==> src/damped_particle_integrator_core_macros.svh <==
// Assertion helpers, sampled on clk and disabled while rst is high.
`ifndef DAMPED_PARTICLE_INTEGRATOR_CORE_MACROS_SVH
`define DAMPED_PARTICLE_INTEGRATOR_CORE_MACROS_SVH

// Same-cycle implication.
`define DPINT_ASSERT_IMP(lbl, ante, cons, msg) \
  lbl: assert property (@(posedge clk) disable iff (rst) (ante) |-> (cons)) \
    else $error(msg);

// Next-cycle implication.
`define DPINT_ASSERT_NXT(lbl, ante, cons, msg) \
  lbl: assert property (@(posedge clk) disable iff (rst) (ante) |=> (cons)) \
    else $error(msg);

`endif

==> src/dpint_pkg.sv <==
`default_nettype none
package dpint_pkg;

  localparam int AxisCount = 3;
  localparam int AxisW     = 2;
  localparam logic [AxisW-1:0] AxisLast = 2'd2;

  localparam int MassW    = 31;
  localparam int DampW    = 17;
  localparam int DtW      = 31;
  localparam int CfgIdxW  = 2;
  localparam int CfgDataW = 31;

  localparam logic [CfgIdxW-1:0] CFG_MASS   = 2'd0;
  localparam logic [CfgIdxW-1:0] CFG_DAMP   = 2'd1;
  localparam logic [CfgIdxW-1:0] CFG_DT     = 2'd2;
  localparam logic [CfgIdxW-1:0] CFG_STATIC = 2'd3;

  localparam logic [MassW-1:0] MassReset = 31'd327680;
  localparam logic [DampW-1:0] DampReset = 17'd64881;
  localparam logic [DtW-1:0]   DtReset   = 31'd1092;

  localparam int ActW = 3;
  localparam logic [ActW-1:0] ACT_FORCE = 3'd0;
  localparam logic [ActW-1:0] ACT_STEP  = 3'd1;
  localparam logic [ActW-1:0] ACT_POS   = 3'd2;
  localparam logic [ActW-1:0] ACT_VEL   = 3'd3;
  localparam logic [ActW-1:0] ACT_ACC   = 3'd4;
  localparam logic [ActW-1:0] ACT_CLEAR = 3'd5;

  // Divider: (|F| << 16) / mass, one quotient bit per cycle
  localparam int DivNumW  = 48;
  localparam int DivSteps = DivNumW;
  localparam int DivCntW  = $clog2(DivSteps + 1);

  typedef struct packed {
    logic               start;
    logic [DivNumW-1:0] num;
    logic [MassW-1:0]   den;
  } div_req_t;

  typedef struct packed {
    logic               busy;
    logic               done;
    logic [DivNumW-1:0] quo;
  } div_rsp_t;

  localparam logic signed [63:0] QMax = 64'sd2147483647;
  localparam logic signed [63:0] QMin = -64'sd2147483648;

  function automatic logic signed [31:0] sat32(input logic signed [63:0] x);
    logic signed [31:0] r;
    if (x > QMax) begin
      r = 32'sh7fffffff;
    end else if (x < QMin) begin
      r = 32'sh80000000;
    end else begin
      r = x[31:0];
    end
    return r;
  endfunction

  function automatic logic signed [63:0] sext64(input logic signed [31:0] x);
    return {{32{x[31]}}, x};
  endfunction

  // Divide by 2^sh, rounding halves away from zero
  function automatic logic signed [63:0] round_shift(input logic signed [63:0] p,
                                                     input int unsigned sh);
    logic        neg;
    logic [63:0] mag;
    neg = p[63];
    mag = neg ? 64'(-p) : 64'(p);
    mag = (mag + (64'd1 << (sh - 1))) >> sh;
    return neg ? -signed'(mag) : signed'(mag);
  endfunction

endpackage
`default_nettype wire

==> src/dpint_div.sv <==
`default_nettype none
module dpint_div (
  input  wire logic               clk,
  input  wire logic               rst,
  input  wire dpint_pkg::div_req_t req,
  output dpint_pkg::div_rsp_t      rsp
);

  logic                              busy;
  logic                              done;
  logic [dpint_pkg::DivCntW-1:0]     cnt;
  logic [dpint_pkg::DivNumW-1:0]     work;
  logic [dpint_pkg::MassW-1:0]       rem;
  logic [dpint_pkg::MassW-1:0]       den;
  logic [dpint_pkg::MassW:0]         rem_sh;
  logic [dpint_pkg::MassW+1:0]       diff;

  assign rem_sh = {rem, work[dpint_pkg::DivNumW-1]};
  assign diff   = {1'b0, rem_sh} - {2'b00, den};

  always_ff @(posedge clk) begin
    if (rst) begin
      busy <= 1'b0;
      done <= 1'b0;
      cnt  <= '0;
    end else begin
      done <= 1'b0;
      if (req.start) begin
        busy <= 1'b1;
        cnt  <= dpint_pkg::DivCntW'(dpint_pkg::DivSteps);
      end else if (busy) begin
        cnt <= cnt - 1'b1;
        if (cnt == dpint_pkg::DivCntW'(1)) begin
          busy <= 1'b0;
          done <= 1'b1;
        end
      end
    end
  end

  // Restoring step: quotient bits shift in behind the numerator
  always_ff @(posedge clk) begin
    if (req.start) begin
      work <= req.num;
      den  <= req.den;
      rem  <= '0;
    end else if (busy) begin
      work <= {work[dpint_pkg::DivNumW-2:0], ~diff[dpint_pkg::MassW+1]};
      rem  <= diff[dpint_pkg::MassW+1] ? rem_sh[dpint_pkg::MassW-1:0]
                                       : diff[dpint_pkg::MassW-1:0];
    end
  end

  assign rsp.busy = busy;
  assign rsp.done = done;
  assign rsp.quo  = work;

endmodule
`default_nettype wire
==> config.mk <==
export PLATFORM = sky130hd
export DESIGN_NAME = dpint_div
export DESIGN_NICKNAME = d
export VERILOG_FILES = /design/src/damped_particle_integrator_core_macros.svh /design/src/dpint_pkg.sv /design/src/dpint_div.sv
export SDC_FILE = /design/constraint.sdc
export NUM_CORES = 1
export LEC_CHECK = 0
export ABC_AREA = 1
export BUFFER_PORTS_ARGS = -buffer_cell sky130_fd_sc_hd__buf_2
export CAP_MARGIN = 20
export CORE_MARGIN = 8
export CORE_UTILIZATION = 30
export DETAILED_ROUTE_END_ITERATION = 6
export HOLD_SLACK_MARGIN = 0.1
export SKIP_CTS_REPAIR_TIMING = 1
export SLEW_MARGIN = 20
export SYNTH_ARGS = -nofsm -noshare
export SYNTH_HDL_FRONTEND = slang
export SYNTH_SLANG_ARGS = --single-unit
==> constraint.sdc <==
create_clock -name clk -period 2.9 [get_ports clk]
set_input_delay 0.435 -clock clk [delete_from_list [all_inputs] [get_ports clk]]
set_output_delay 0.435 -clock clk [all_outputs]
set_load 0.01 [all_outputs]
# == Word-level counts from Yosys, hierarchy flattened ==
# Cells that the tools add are included.
# op_classes
add_sub_neg,2
eq_ne,1
muxes,9
bitwise_logic,2
n_reduce_logical,3
# ops
op,count
48-bit 2-to-1 mux,2
32-bit by 31-bit subtractor with 33-bit output,1
31-bit 2-to-1 mux,1
6-bit 2-to-1 mux,2
"6-bit by 1-bit equality test with 1-bit output, second input constant",1
"6-bit by 1-bit subtractor with 6-bit output, second input constant",1
1-bit 2-to-1 mux,4
3-bit OR reduction,1
1-bit NOT,2
2-bit nonzero test,1
2-bit OR reduction,1
# totals
register_bits,118
in_bits,82
output_inout_bits,50
elab_cells,24

# == Logic depth before layout (Yosys ltp) ==
# depth
word_depth,4
depth_mapped,17
ltp_nobuf,16

# == Worst setup path after synthesis ==
# OpenSTA, ideal clock, no wires.
# synth_timing
path_kind,input port to flip-flop
startpoint,input req[79] in the netlist's numbering
endpoint,register work[0] in the netlist's numbering (enable)
setup_time_ps,431
arrival_time_ps,2452
required_ps,2469
setup_slack_ps,17
cell_stages,4
n_path_buf,2
path_cell_list,clkbuf_1 -> nor2_1 -> inv_1 -> clkbuf_1
# synth_via
elab_chain_len,1
# synth_lines
element,line,rtl
"start, declared",dpint_div.sv:5,"input wire dpint_pkg::div_req_t req,"
2-bit nonzero test (no source line),n/a,
"end signal, assigned",dpint_div.sv:44,work <= req.num;
"end signal, assigned",dpint_div.sv:48,"work <= {work[dpint_pkg::DivNumW-2:0], ~diff[dpint_pkg::MassW+1]};"
"end, declared",dpint_div.sv:12,logic [dpint_pkg::DivNumW-1:0] work;
# No other way between the ends.
# A chain may end at the register's enable or synchronous reset.

# == Worst setup path in the final report ==
# layout_timing
startpoint,register work[47] in the netlist's numbering
endpoint,register rem[8] in the netlist's numbering
# layout_via
elab_chain_len,2
# layout_lines
element,line,rtl
32-bit by 31-bit subtractor with 33-bit output,dpint_div.sv:19,"assign diff = {1'b0, rem_sh} - {2'b00, den};"
31-bit 2-to-1 mux,dpint_div.sv:49,rem <= diff[dpint_pkg::MassW+1] ? rem_sh[dpint_pkg::MassW-1:0]
"end signal, assigned",dpint_div.sv:49,
"end, declared",dpint_div.sv:13,logic [dpint_pkg::MassW-1:0] rem;
# No other way between the ends.

==> qor.yml <==
status:
  status: "completed"
worst_setup_path:
  reg2reg_from: "work[47]"
  path_class: "flip-flop to flip-flop"
  arrival_ns: 2.71
  slowest_delay_ns: 0.42
  crit_fanout: 31
  r2r-end: "rem[8]"
  r2r_cells: 15
  rrSetupSlack_ns: 0.48
  path_cells: "inv_1 > ha_1 > fa_1 > inv_1 > nand2_1 > nand2_1 > nand3b_1 > nand2_1 > nand2_1 > nand2_2 > nand2_4 > nand2_4 > nand2_1 > nand3_1 > o21ai_1"
  cpMostUsedCell: "nand2_1"
  end_kind: "flip-flop"
  required_ns: 3.19
  crit_path_start_kind: "flip-flop"
  cpMaxStageDelayCell: "fa_1"
clock_tree:
  clock_path_buffers: 2
  clkTransAtPathRegs_ns: 0.06
  cts_tree: "done"
  cts_made_buffers: 17
  worstSkewPairLatency_ns: 0.42
  clkSinkCount: 118
  htree_levels: 4
  root_buffer: "clkbuf_16"
min_path:
  hp-start: "req[5]"
  hold_path.class: "input port to flip-flop"
  holdPathStages: 1
  holdPathEnd: "den[5]"
logic_synthesis:
  ys_async_sr_fraction_pct: 0
  synth-seq-area-share_pct: 42.5
  avgSynthCellArea_um2: 7.05
  synth_top_area_cell: "edfxtp_1"
  synth_most_common_cell: "nand2_1"
  synth-edff-count: 79
  yosys_warnings: 0
  synth_fp_nets: 1168
  synth_top_area_share_pct: 32.0
  yosys.cell_types.count: 36
  synth_top_cells_by_area: "edfxtp_1, nand2_1, dfxtp_1"
  synthCells: 1052
  ys_ff_latch: 118
  synth_area_um2: 7420
  ys.flop_type: "edfxtp_1"
  synth_common_cells: "nand2_1, inv_1, nand3_1"
finish:
  final_layout_size_suffix_gt1_share_pct: 16.1
  final_cells: 1522
  nNetsFinal: 1301
  stdcell_area_um2: 9030
  fill_cells: 2580
  areaGrowthSynthToFinish_pct: 21.7
  antennaDiodeCount: 0
power:
  power.total_mw: 4.73
  p_leak_nw: 4.86
  power.density_nw_per_um2: 524
  max-vdd-ir-drop_uv: 337
drt:
  wl_per_cell_um: 13.1
  drt_wl_total_um: 20000
  ant_nets: 0
  viasPerCell: 4.36
  drc: 0
  drtPass1Iterations: 7
  drt_iter0_drc: 278
  vias: 6634
place:
  pre_cts_ws_ns: 0.468
  detailed_place_hpwl_um: 15200
  dp_cells: 1490
  place_congestion: 0.917
  portBuffers: 131
  placed_area_um2: 8430
sta:
  final.setup.tns_ns: 0
  rsz0062_at_grt: "false"
  worst_pin_slew_ns: 0.620
  setup_viol: 0
  period_needed_ns: 2.42
  fin_skew_ns: 0.0129
  max_slew_margin_pct: 58.7
  finalMaxSlewViolations: 0
  fin_crit_sh_pct: 83.5
  setup_slack_ns: 0.480
  hold_viol: 0
  fmax_mhz: 413
global_route:
  gr-usage-met3_pct: 4.38
  grt_pass1_wl_um: 32800
  grt_max_degree: 64
  grt_usage_pct: 13.4
  met1_usage_pct: 16.6
  gr-usage-met2_pct: 21.7
  antenna_found_initial: 1
  overflow: 0
  grt.busiest_layer: "met2"
  grt_pass1_vias: 6591
die:
  core_um2: 24300
  io_pins: 132
  initial_core_util_pct: 30.5
  num_rows: 57
  die_y_um: 173
  dieArea_um2: 30000
  die_x_um: 173
run:
  cap_violations: 0
## critical path: cells and delay by family, from the launching register on
family                   cells  cell delay [ns]
adder cells (fa/ha/maj)      2             0.65
buffers and inverters        2             0.18
AO/OA/AOI/OAI                1             0.07
AND/OR/NAND/NOR             10             1.06
flip-flops                   1             0.33
## report_power, final
part	total [mW]	switching [mW]	leakage [nW]	internal, mW
clock	2.19	0.893	0.292	1.30
combinational	0.547	0.342	3.46	0.206
sequential	1.99	0.0584	1.11	1.93
total	4.73	1.29	4.86	3.44
## through the flow
stage / util (%) / hold slack [ns]
floorplan: - / 0.444
global placement: 34.6 / 0.456
detailed placement: 34.6 / 0.458
CTS: 37.1 / 0.163
global route: 37.1 / 0.168
finish: 37.1 / 0.182
## cell families (layout without fill, tap and decap cells)
kind of cell	Yosys count	count (layout)	share of synthesized area [%]
AND/OR/NAND/NOR	625	625	35.3
buffers and inverters	223	369	11.9
flip-flops	118	118	42.5
AO/OA/AOI/OAI	38	38	2.85
adder cells (fa/ha/maj)	34	34	5.83
XOR/XNOR	14	14	1.65
## how the worst max path moves through the flow
stage                         from       to  slack [ns]  cells past startpoint
after CTS                 work[47]  rem[16]        0.45                     15
after global placement    work[47]  rem[16]        0.59                     15
after floorplan            req[79]  work[0]        0.02                      4
after global routing      work[47]  rem[17]        0.24                     15
after detailed placement  work[47]  rem[16]        0.47                     15
final                     work[47]   rem[8]        0.48                     15
## routing by layer
layer	share of wire, %	vias to the layer above
li1	-	3507
met5	0.060	-
met4	1.7	2
met2	45	167
met3	6.8	31
met1	47	2927
## area by class of cell
class                           instances  area (µm²)  share of cell area, %
Multi-Input combinational cell        711        3390                   37.5
Timing Repair Buffer                  141         746                   8.26
Clock buffer                           17         425                   4.71
Sequential cell                       118        3150                   34.9
Inverter                              196         736                   8.15
Tap cell                              324         405                   4.49
Clock inverter                         15         179                   1.98
## flip-flops by register name, indices dropped and copies added (netlist names)
name  cells
busy      1
rem      31
den      31
work     48
done      1
cnt       6
## layout by cell type, fill, tap and decap left out, drive strengths merged
| cell type | n |
|---|---|
| nor2 | 50 |
| ha | 33 |
| nand2 | 459 |
| clkbuf | 17 |
| fa | 1 |
| xor2 | 2 |
| dfxtp | 39 |
| clkinv | 2 |
| o21ai | 16 |
| bufinv | 2 |
| and2 | 2 |
| clkinvlp | 2 |
| nand3 | 80 |
| a21oi | 17 |
| edfxtp | 79 |
| a211oi | 2 |
| inv | 205 |
| buf | 141 |
| a21o | 1 |
| nand3b | 20 |
| nor3 | 6 |
| nor3b | 2 |
| or2 | 2 |
| a31oi | 2 |
| xnor2 | 12 |
| nand4 | 4 |
(Power assumes the default switching activity.)
